File: src/sv/dsil_pkg.sv
// shared types and constants for the depth sorted insert list
package dsil_pkg;

  localparam int HANDLE_W    = 16;
  localparam int COORD_W     = 17;
  localparam int KEY_W       = 38;
  localparam int DIFF_W      = 20;
  localparam int MAG_W       = 19;
  localparam int ACC_W       = 40;
  localparam int CAP_W       = 6;
  localparam int IN_TDATA_W  = 176;
  localparam int OUT_TDATA_W = 56;
  localparam int CFG_AW      = 4;
  localparam int CFG_DW      = 32;

  localparam logic [KEY_W-1:0] KEY_ALL_ONES = {KEY_W{1'b1}};
  localparam logic [CAP_W-1:0] CAP_RESET    = 6'd32;

  localparam logic [1:0] CMD_SORTED = 2'd0;
  localparam logic [1:0] CMD_APPEND = 2'd1;
  localparam logic [1:0] CMD_DRAIN  = 2'd2;

  localparam logic [1:0] REG_VIEW_X   = 2'd0;
  localparam logic [1:0] REG_VIEW_Y   = 2'd1;
  localparam logic [1:0] REG_VIEW_Z   = 2'd2;
  localparam logic [1:0] REG_CAPACITY = 2'd3;

  typedef logic signed [COORD_W-1:0] coord_t;
  typedef logic [KEY_W-1:0]          key_t;

  typedef struct packed {
    coord_t view;
    coord_t bmin;
    coord_t bmax;
    coord_t place;
  } axis_t;

  typedef struct packed {
    logic [HANDLE_W-1:0] handle;
    key_t                key;
  } entry_t;

  typedef enum logic [1:0] {
    ST_DRAINED = 2'd0,
    ST_ADDED   = 2'd1,
    ST_FULL    = 2'd2,
    ST_EMPTY   = 2'd3
  } status_t;

  typedef enum logic [2:0] {
    S_IDLE,
    S_KEY,
    S_CHK,
    S_INS_RD,
    S_INS_CMP,
    S_RESP,
    S_DRN_RD,
    S_DRN_OUT
  } state_t;

endpackage

File: src/sv/dsil_key_unit.sv
// distance key unit: one shared squarer stepped over the three axes
module dsil_key_unit import dsil_pkg::*; (
  input  logic            clk,
  input  logic            rst_n,
  input  logic            start,
  input  axis_t [2:0]     axes,
  output logic            done,
  output key_t            key
);

  localparam logic [2:0] LAST_AXIS = 3'd2;
  localparam logic [2:0] FIRST_MUL = 3'd1;
  localparam logic [2:0] LAST_MUL  = 3'd3;
  localparam logic [2:0] FIRST_ACC = 3'd2;
  localparam logic [2:0] LAST_STEP = 3'd4;

  logic                   busy_r;
  logic                   done_r;
  logic [2:0]             step_r;
  logic [MAG_W-1:0]       mag_r;
  logic [2*MAG_W-1:0]     prod_r;
  logic [ACC_W-1:0]       acc_r;

  axis_t                  sel;
  logic signed [DIFF_W-1:0] twice_view;
  logic signed [DIFF_W-1:0] center;
  logic signed [DIFF_W-1:0] diff;
  logic [MAG_W-1:0]       mag_nxt;

  always_comb begin
    unique case (step_r[1:0])
      2'd0:    sel = axes[0];
      2'd1:    sel = axes[1];
      default: sel = axes[2];
    endcase
  end

  always_comb begin
    twice_view = DIFF_W'(sel.view) <<< 1;
    center     = DIFF_W'(sel.bmin) + DIFF_W'(sel.bmax) + (DIFF_W'(sel.place) <<< 1);
    diff       = twice_view - center;
    mag_nxt    = diff[DIFF_W-1] ? MAG_W'(-diff) : MAG_W'(diff);
  end

  always_ff @(posedge clk) begin
    if (!rst_n) begin
      busy_r <= 1'b0;
      done_r <= 1'b0;
      step_r <= '0;
    end else begin
      done_r <= 1'b0;
      if (start) begin
        busy_r <= 1'b1;
        step_r <= '0;
      end else if (busy_r) begin
        step_r <= step_r + 3'd1;
        if (step_r == LAST_STEP) begin
          busy_r <= 1'b0;
          done_r <= 1'b1;
        end
      end
    end
  end

  always_ff @(posedge clk) begin
    if (start) begin
      acc_r <= '0;
    end else if (busy_r) begin
      if (step_r <= LAST_AXIS) begin
        mag_r <= mag_nxt;
      end
      if (step_r >= FIRST_MUL && step_r <= LAST_MUL) begin
        prod_r <= mag_r * mag_r;
      end
      if (step_r >= FIRST_ACC) begin
        acc_r <= acc_r + ACC_W'(prod_r);
      end
    end
  end

  assign done = done_r;
  assign key  = (acc_r > ACC_W'(KEY_ALL_ONES)) ? KEY_ALL_ONES : acc_r[KEY_W-1:0];

endmodule

File: src/sv/dsil_list_mem.sv
// list storage: one write port and one registered read port
module dsil_list_mem import dsil_pkg::*; #(
  parameter int DEPTH = 32,
  parameter int IDX_W = 5
) (
  input  logic             clk,
  input  logic             we,
  input  logic [IDX_W-1:0] waddr,
  input  entry_t           wdata,
  input  logic [IDX_W-1:0] raddr,
  output entry_t           rdata
);

  entry_t mem [DEPTH];
  entry_t rdata_r;

  always_ff @(posedge clk) begin
    if (we) begin
      mem[waddr] <= wdata;
    end
    rdata_r <= mem[raddr];
  end

  assign rdata = rdata_r;

endmodule

File: src/sv/depth_sorted_insert_list.sv
// top level: sorted object list with distance keys, stream ports and apb registers
// steps: an add computes its key (a far sorted add skips it) and checks the capacity; a sorted
//   add then moves each entry of smaller key down one place; a drain sends each entry in turn
// throughput: one item at a time, the next accepted only after its last result loads;
//   one squarer over three axis steps, each moved entry a read and a write of the list memory
// reset clears the entry count and view registers, sets capacity to 32; list contents are not cleared
module depth_sorted_insert_list import dsil_pkg::*; #(
  parameter int MAX_ENTRIES = 32
) (
  input  logic                   clk,
  input  logic                   rst_n,
  input  logic                   in_tvalid,
  output logic                   in_tready,
  // object_handle, far_flag, box_min_x/y/z, box_max_x/y/z, place_x/y/z, zero pad
  input  logic [IN_TDATA_W-1:0]  in_tdata,
  // command
  input  logic [1:0]             in_tuser,
  output logic                   out_tvalid,
  input  logic                   out_tready,
  // out_handle, out_key, zero pad
  output logic [OUT_TDATA_W-1:0] out_tdata,
  // status
  output logic [1:0]             out_tuser,
  output logic                   out_tlast,
  input  logic                   cfg_psel,
  input  logic                   cfg_penable,
  input  logic                   cfg_pwrite,
  input  logic [CFG_AW-1:0]      cfg_paddr,
  input  logic [CFG_DW-1:0]      cfg_pwdata,
  output logic [CFG_DW-1:0]      cfg_prdata,
  output logic                   cfg_pready
);

  localparam int CNT_W = $clog2(MAX_ENTRIES + 1);
  localparam int IDX_W = $clog2(MAX_ENTRIES);
  localparam int CMP_W = (CNT_W > CAP_W) ? CNT_W : CAP_W;

  state_t                  state_r, state_nxt;
  logic [CNT_W-1:0]        count_r;
  logic [IDX_W-1:0]        ptr_r;
  key_t                    key_r;
  status_t                 resp_st_r;
  logic [1:0]              cmd_r;
  logic [IN_TDATA_W-1:0]   item_r;

  coord_t                  view_x_r, view_y_r, view_z_r;
  logic [CAP_W-1:0]        cap_r;

  logic                    out_valid_r;
  logic [HANDLE_W-1:0]     out_handle_r;
  key_t                    out_key_r;
  status_t                 out_status_r;
  logic                    out_last_r;

  logic                    in_fire;
  logic                    out_free;
  logic                    cfg_wr;
  logic                    need_key;
  logic                    key_start;
  logic                    key_done;
  key_t                    key_out;
  axis_t [2:0]             axes;
  logic                    full;
  logic                    drain_last;
  logic                    place_now;
  logic                    move_down;
  logic                    out_load;
  logic                    mem_we;
  logic [IDX_W-1:0]        mem_raddr;
  entry_t                  mem_wdata;
  entry_t                  mem_rdata;
  entry_t                  new_entry;

  assign in_tready = (state_r == S_IDLE);
  assign in_fire   = in_tvalid && in_tready;
  assign out_free  = !out_valid_r || out_tready;
  assign need_key  = !((in_tuser == CMD_SORTED) && in_tdata[16]);

  always_comb begin
    axes[0] = '{view: view_x_r, bmin: coord_t'(item_r[33:17]),
                bmax: coord_t'(item_r[84:68]), place: coord_t'(item_r[135:119])};
    axes[1] = '{view: view_y_r, bmin: coord_t'(item_r[50:34]),
                bmax: coord_t'(item_r[101:85]), place: coord_t'(item_r[152:136])};
    axes[2] = '{view: view_z_r, bmin: coord_t'(item_r[67:51]),
                bmax: coord_t'(item_r[118:102]), place: coord_t'(item_r[169:153])};
  end

  assign full = (CMP_W'(count_r) >= CMP_W'(cap_r)) ||
                (CMP_W'(count_r) >= CMP_W'(MAX_ENTRIES));
  assign drain_last = ((CNT_W'(ptr_r) + CNT_W'(1)) == count_r);
  assign move_down  = (mem_rdata.key < key_r);
  assign new_entry  = '{handle: item_r[15:0], key: key_r};

  dsil_key_unit u_key (
    .clk   (clk),
    .rst_n (rst_n),
    .start (key_start),
    .axes  (axes),
    .done  (key_done),
    .key   (key_out)
  );

  dsil_list_mem #(
    .DEPTH (MAX_ENTRIES),
    .IDX_W (IDX_W)
  ) u_mem (
    .clk   (clk),
    .we    (mem_we),
    .waddr (ptr_r),
    .wdata (mem_wdata),
    .raddr (mem_raddr),
    .rdata (mem_rdata)
  );

  always_comb begin
    state_nxt = state_r;
    unique case (state_r)
      S_IDLE: begin
        if (in_fire) begin
          if (in_tuser == CMD_SORTED || in_tuser == CMD_APPEND) begin
            state_nxt = need_key ? S_KEY : S_CHK;
          end else if (in_tuser == CMD_DRAIN) begin
            state_nxt = (count_r == '0) ? S_RESP : S_DRN_RD;
          end
        end
      end
      S_KEY: begin
        if (key_done) begin
          state_nxt = S_CHK;
        end
      end
      S_CHK:     state_nxt = full ? S_RESP : S_INS_RD;
      S_INS_RD:  state_nxt = place_now ? S_RESP : S_INS_CMP;
      S_INS_CMP: state_nxt = move_down ? S_INS_RD : S_RESP;
      S_RESP: begin
        if (out_free) begin
          state_nxt = S_IDLE;
        end
      end
      S_DRN_RD:  state_nxt = S_DRN_OUT;
      S_DRN_OUT: begin
        if (out_free) begin
          state_nxt = drain_last ? S_IDLE : S_DRN_RD;
        end
      end
      default:   state_nxt = S_IDLE;
    endcase
  end

  always_comb begin
    key_start = in_fire && need_key &&
                (in_tuser == CMD_SORTED || in_tuser == CMD_APPEND);
    place_now = (ptr_r == '0) || (cmd_r == CMD_APPEND);
    mem_we    = 1'b0;
    mem_wdata = new_entry;
    mem_raddr = ptr_r;
    out_load  = 1'b0;
    unique case (state_r)
      S_INS_RD: begin
        mem_raddr = ptr_r - IDX_W'(1);
        mem_we    = place_now;
      end
      S_INS_CMP: begin
        mem_we    = 1'b1;
        mem_wdata = move_down ? mem_rdata : new_entry;
      end
      S_RESP, S_DRN_OUT: out_load = out_free;
      default: ;
    endcase
  end

  assign cfg_wr     = cfg_psel && cfg_penable && cfg_pwrite && cfg_pready;
  assign cfg_pready = 1'b1;

  always_comb begin
    unique case (cfg_paddr[3:2])
      REG_VIEW_X:   cfg_prdata = CFG_DW'(unsigned'(view_x_r));
      REG_VIEW_Y:   cfg_prdata = CFG_DW'(unsigned'(view_y_r));
      REG_VIEW_Z:   cfg_prdata = CFG_DW'(unsigned'(view_z_r));
      REG_CAPACITY: cfg_prdata = CFG_DW'(cap_r);
    endcase
  end

  always_ff @(posedge clk) begin
    if (!rst_n) begin
      state_r     <= S_IDLE;
      count_r     <= '0;
      out_valid_r <= 1'b0;
      view_x_r    <= '0;
      view_y_r    <= '0;
      view_z_r    <= '0;
      cap_r       <= CAP_RESET;
    end else begin
      state_r <= state_nxt;
      if ((state_r == S_INS_RD && place_now) || (state_r == S_INS_CMP && !move_down)) begin
        count_r <= count_r + CNT_W'(1);
      end else if (state_r == S_DRN_OUT && out_load && drain_last) begin
        count_r <= '0;
      end
      if (out_load) begin
        out_valid_r <= 1'b1;
      end else if (out_tready) begin
        out_valid_r <= 1'b0;
      end
      if (cfg_wr) begin
        unique case (cfg_paddr[3:2])
          REG_VIEW_X:   view_x_r <= coord_t'(cfg_pwdata[COORD_W-1:0]);
          REG_VIEW_Y:   view_y_r <= coord_t'(cfg_pwdata[COORD_W-1:0]);
          REG_VIEW_Z:   view_z_r <= coord_t'(cfg_pwdata[COORD_W-1:0]);
          REG_CAPACITY: cap_r    <= cfg_pwdata[CAP_W-1:0];
        endcase
      end
    end
  end

  always_ff @(posedge clk) begin
    if (in_fire) begin
      item_r    <= in_tdata;
      cmd_r     <= in_tuser;
      key_r     <= KEY_ALL_ONES;
      ptr_r     <= '0;
      resp_st_r <= ST_EMPTY;
    end
    unique case (state_r)
      S_KEY: begin
        if (key_done) begin
          key_r <= key_out;
        end
      end
      S_CHK: begin
        ptr_r     <= count_r[IDX_W-1:0];
        resp_st_r <= full ? ST_FULL : ST_ADDED;
      end
      S_INS_CMP: begin
        if (move_down) begin
          ptr_r <= ptr_r - IDX_W'(1);
        end
      end
      S_DRN_OUT: begin
        if (out_load && !drain_last) begin
          ptr_r <= ptr_r + IDX_W'(1);
        end
      end
      default: ;
    endcase
    if (out_load) begin
      if (state_r == S_DRN_OUT) begin
        out_handle_r <= mem_rdata.handle;
        out_key_r    <= mem_rdata.key;
        out_status_r <= ST_DRAINED;
        out_last_r   <= drain_last;
      end else begin
        out_handle_r <= (resp_st_r == ST_EMPTY) ? '0 : item_r[15:0];
        out_key_r    <= (resp_st_r == ST_EMPTY) ? '0 : key_r;
        out_status_r <= resp_st_r;
        out_last_r   <= 1'b1;
      end
    end
  end

  assign out_tvalid = out_valid_r;
  assign out_tdata  = {(OUT_TDATA_W - HANDLE_W - KEY_W)'(0), out_key_r, out_handle_r};
  assign out_tuser  = out_status_r;
  assign out_tlast  = out_last_r;

`ifndef SYNTH
  a_count_bound: assert property (@(posedge clk) disable iff (!rst_n)
    count_r <= CNT_W'(MAX_ENTRIES))
    else $error("entry count above list depth");

  a_write_state: assert property (@(posedge clk) disable iff (!rst_n)
    mem_we |-> (state_r == S_INS_RD || state_r == S_INS_CMP))
    else $error("list written outside insertion");

  a_drain_clears: assert property (@(posedge clk) disable iff (!rst_n)
    (state_r == S_DRN_OUT && out_load && drain_last) |=> (count_r == '0))
    else $error("list not empty after drain");

  a_key_done: assert property (@(posedge clk) disable iff (!rst_n)
    key_done |-> (state_r == S_KEY))
    else $error("key finished while not waiting for it");
`endif

endmodule

File: config.mk
export PLATFORM = sky130hd
export DESIGN_NAME = depth_sorted_insert_list
export DESIGN_NICKNAME = d
export VERILOG_FILES = /design/src/sv/dsil_pkg.sv /design/src/sv/dsil_key_unit.sv /design/src/sv/dsil_list_mem.sv /design/src/sv/depth_sorted_insert_list.sv
export SDC_FILE = /design/constraint.sdc
export NUM_CORES = 2
export LEC_CHECK = 0
export BUFFER_PORTS_ARGS = -buffer_cell sky130_fd_sc_hd__buf_4
export CORE_MARGIN = 5
export CORE_UTILIZATION = 63
export DETAILED_ROUTE_END_ITERATION = 8
export PLACE_DENSITY = 0.82
export RECOVER_POWER = 25
export SYNTH_ARGS = -nofsm -noshare
export SYNTH_HDL_FRONTEND = slang
export SYNTH_HIERARCHICAL = 1
export SYNTH_SLANG_ARGS = --single-unit
File: constraint.sdc
create_clock -name clk -period 8.2 [get_ports clk]
set_input_delay 1.64 -clock clk [delete_from_list [all_inputs] [get_ports clk]]
set_output_delay 1.64 -clock clk [all_outputs]
set_load 0.02 [all_outputs]
Yosys cells after proc, flatten, opt, wreduce, memory -nomap -nowiden. Memories as Yosys holds them, arrays and structs flattened. A register that Yosys moved wholly into a read port is not among the register bits. Cells that the tools add are included.

Register bits: 443. Latch bits: 0. RAM bits: 1728. ROM bits: 0. Input port bits: 221. Output and inout port bits: 94. Word-level logic and storage cells: 154. Memories: 1.

$add $sub $neg: 10. Multiply operators: 1. Div/mod/pow operators: 0. $lt $le $gt $ge: 8. Eq/ne operators: 22. Shifts and indexed selects: 0. Mux-type cells: 46. Bitwise operators: 3. Reductions and logical operators: 41.

Memory list: u_mem.mem (words 32, width 54, rd ports 1, clocked after memory_dff 1, wr ports 1, line dsil_list_mem.sv:14) `entry_t mem [DEPTH];`.

Operator list (number): 2-to-1 mux 38 bit (6); case mux 68 bit (2 select lines) (1); case mux 32 bit (4 select lines) (1); 2-to-1 mux 54 bit (2); adder 40 x 38 -> 40 bit (1); greater-than comparator 40 x 38 -> 1 bit, second input constant (1); less-than comparator 38 bit (1); multiplier 19 x 19 -> 38 bit (1); 2-to-1 mux 16 bit (2); 2-to-1 mux 3 bit (9); case mux 3 bit (8 select lines) (1); 2-to-1 mux 5 bit (4); subtractor 18 x 20 -> 20 bit (1); adder 18 x 18 -> 19 bit (1); 2-to-1 mux 19 bit (1); negation 19 bit (1); adder 17 x 17 -> 18 bit (1); == test 3 bit, second input constant (5); case mux 5 bit (3 select lines) (1); logical AND 1 bit (12); 2-to-1 mux 6 bit (2); 2-to-1 mux 1 bit (10); 2-to-1 mux 2 bit (5); AND reduction 2 bit (5); other kinds (31) (56).

Depth between registers and ports, before layout.
Depth in word-level cells: 7. Mapped depth: 24. Depth with buffers taken out: 23.

Modules after synthesis. The synthesis kept the hierarchy.

Modules (own cells, without submodules): dsil_list_mem (instances 1, cells an instance 3778, area each 68280.5 µm², sequential area each 52970.8 µm²); dsil_key_unit (instances 1, cells an instance 2224, area each 19258.5 µm², sequential area each 2582.5 µm²); depth_sorted_insert_list (instances 1, cells an instance 1324, area each 14446.4 µm², sequential area each 9108.7 µm²).

Worst setup path after synthesis. No wires, ideal clock.

Path kind: in2reg. Start: input in_tvalid. End: register cmd_r[0], enable pin. Setup time: 603 ps. Arrival: 6695 ps. Required time: 7597 ps. Path slack: 902 ps. Stages on the path: 3. Buffers on the path: 1. Cell sequence: nand2_1 -> inv_1 -> clkbuf_1.

Longest elaborated chain between the ends: 1.

RTL lines: from (decl) (line depth_sorted_insert_list.sv:12) `input logic in_tvalid,`; logical AND 1 bit (line depth_sorted_insert_list.sv:75) `assign in_fire = in_tvalid && in_tready;`; named net in_fire (line depth_sorted_insert_list.sv:55) `logic in_fire;`; to (signal assigned) (line depth_sorted_insert_list.sv:219) `cmd_r <= in_tuser;`; to (decl) (line depth_sorted_insert_list.sv:43) `logic [1:0] cmd_r;`.

The timed path passes the listed nets, and every way through them passes these cells. A chain may end at the register's enable or synchronous reset.

Worst setup path after layout.
Start: register u_key.mag_r[1]. End: register u_key.prod_r[37], data pin.

Longest elaborated chain between the ends: 1.

RTL lines: from (decl) (line dsil_key_unit.sv:20) `logic [MAG_W-1:0] mag_r;`; from (signal assigned) (line dsil_key_unit.sv:70) `mag_r <= mag_nxt;`; multiplier 19 x 19 -> 38 bit (line dsil_key_unit.sv:73) `prod_r <= mag_r * mag_r;`; to (signal assigned) (line dsil_key_unit.sv:73); to (decl) (line dsil_key_unit.sv:21) `logic [2*MAG_W-1:0] prod_r;`.

Every way passes these cells.

==> impl_results.md <==
* Worst setup path class: register to register
* Clock slew at reported path FFs at 60 ps
* Worst Setup End Kind: register
* Global placement routability congestion at 0.8848
* Endpoints failing hold at 0
* Setup Fix Bufs, Post-CTS at 0
* Pre-antenna DRT Iters at 6
* TNS Setup at 0 ps
* Reg2reg end: u_key/prod_r[37]
* Hold Crit Class: register to register
* Number of I/O pins at 315
* Congestion Overflow GR at 0
* First-pass GRT wire length at 381.4 mm
* Seq/Total Area, Yosys at 63.40%
* Count of cell types in the netlist at 101
* Period utilisation layout at 89.06%
* Slew headroom at -275.3%
* Antenna-violating nets left at 0
* Initial Util at 63.44%
* Post-synth top area share at 59.30%
* Vias at 63010
* CTS tree: built
* I/O Buffers at 273
* Initial antenna violation count at 8
* WL/cell at 26.00 um
* Critical Path Sink: u_key/prod_r[37]
* Clock sinks at 2223
* Dpl hpwl at 143.6 mm
* Ys Warns at 6
* Leading area contributor after synthesis: edfxtp_1
* Cts hold-fix bufs at 0
* Max-cap viol count at 33
* DRC viols at 0
* Max Slew Vio Count at 899
* Most area-consuming cells after synthesis: edfxtp_1 59%, mux2i_1 8.7%, fa_1 5.6%
* Die area at 170000 um^2
* Area Overhead vs Synth at 10.50%
* Worst slew pin tran at 5629 ps
* Worst-Skew Late Latency at 860 ps
* CP Launch Type: register
* Die Ht at 412.3 um
* R2R setup slack at 900 ps
* Crit path time final at 7303 ps
* CTS Buffer Depth at 3
* Cts bufs inserted at 210
* Yosys reg bits at 2223
* Final #Nets at 8309
* First DRT Iteration DRCs at 7470
* Post-cts resize count at 0
* WP data required at 8730 ps
* Final setup fails at 0
* Worst Setup SP: u_key/mag_r[1]
* Crit Path Max Fanout at 11
* Fillers at 10170
* H-tree depth at 4
* Std-Cell Rows at 147
* CP arrival at 7830 ps
* Vias per std cell at 6.352
* Final WL at 257.9 mm
* Synth Cell Area at 102000 um^2
* CORE AREA at 160800 um^2
* Count of flip-flops with a built-in enable after synthesis at 2014
* Max Freq at 136.9 MHz
* Worst reg-to-reg path cell count at 21
* RSZ-0062 raised after global routing: no
* Die Wd at 412.3 um
* Vias in the first global route at 62860
* Layout cell share with drive strength beyond 1 at 9.429%
* Avg Synthesized Cell Area at 13.92 um^2
* Status: finished, violations left
* Fraction of registers with async set/reset at 0%
* Clock Skew at 64.93 ps
* Largest net degree at the start of global routing at 137
* Top FF cell, synth: edfxtp_1
* Cells after synthesis at 7326
* Failing checks: max-capacitance violations, max-slew violations
* CTS Root Cell: clkbuf_16
* Reg2Reg Launch Point: u_key/mag_r[1]
* Global Route Usage Sum at 30.00%
* Commonest cells post-synth: 2014 x edfxtp_1, 888 x mux2i_1, 787 x nand2_1
* Most common cell in the netlist: edfxtp_1
layout make-up:
class | instances | area [um^2] | area share, %
multi-input combinational | 4240 | 33550 | 29.77
clock buffer | 296 | 5809 | 5.155
clock inverter | 100 | 1197 | 1.063
antenna | 6 | 15.01 | 0.01332
inverter | 490 | 1839 | 1.632
sequential | 2223 | 64660 | 57.38
tap | 2160 | 2703 | 2.398
timing repair buffer | 404 | 2920 | 2.591
routing by layer:
layer | GRT usage, % | up-vias | wire, um
li1 | - | 27350 | -
met1 | 39.75 | 31270 | 94200
met2 | 48.57 | 3679 | 123300
met3 | 5.517 | 710 | 26620
met4 | 14.28 | 0 | 13720
met5 | 0 | - | 0
critical path, stage by stage (launching register included):
cell and delay (ps):
edfxtp_1 670, clkbuf_1 530, nand2_1 220, fa_1 530, inv_1 60, fa_1 560, fa_1 460, fa_1 500
fa_1 540, inv_1 50, fa_1 480, inv_1 50, ha_1 350, a21o_1 180, a21o_1 180, a21oi_1 210
o21ai_0 160, and2_1 210, a211oi_1 510, or4_1 280, and2_1 210, a311oi_1 100
cell usage in the layout, fill, tap and decap left out, types with 209 or more instances in the layout:
master / count
edfxtp_1: 2014
mux2i_1: 888
nand2_1: 785
inv_1: 490
a21oi_1: 369
fa_1: 284
nand3_1: 252
ha_1: 233
clkbuf_16: 211
dfxtp_1: 209
sequential cells by signal, indices dropped and copies added (netlist names), 2 cells and up:
signal,cells
cap_r,6
cmd_r,2
count_r,6
item_r,169
key_r,38
out_handle_r,16
out_key_r,38
out_tuser,2
ptr_r,5
resp_st_r,2
state_r,3
u_key/acc_r,40
u_key/mag_r,19
u_key/prod_r,37
u_key/step_r,3
u_mem/mem,1728
u_mem/rdata,54
view_x_r,17
view_y_r,17
view_z_r,17
cells by family after synthesis:
logic type | share of synthesized area, %
flops | 63.40
simple gates | 6.910
compound gates | 7.299
mux | 9.047
buf+inv | 3.932
fa+ha+maj | 8.458
xor+xnor | 0.9447
other cells | 0.007364
worst min path at each step:
stage,from,to,depth (start not counted)
floorplan,u_key/acc_r[13],u_key/acc_r[13],2
global placement,view_y_r[5],view_y_r[5],2
detailed placement,u_key/acc_r[6],u_key/acc_r[6],2
CTS,u_key/acc_r[6],u_key/acc_r[6],2
global route,view_z_r[6],view_z_r[6],2
finish,u_key/acc_r[6],u_key/acc_r[6],2
through the flow:
step           hold WS, ps  worst slack (ps)  cells  area [um^2]  util (%)
3_5_place_dp         464.9              1006   9517       106200     66.06
4_1_cts              473.8             979.7   9913       113200     70.42
6_report             474.9             897.1   9919       112700     70.11
2_1_floorplan        443.2             902.0   7342       102000         -
5_1_grt              490.1             617.3   9918       112700     70.10
3_3_place_gp         453.2              1121   9517       106200     66.06
Power is left out: the tool's default activity adds up to more than one toggle a clock period on the data nets, which glitch-free logic cannot reach.
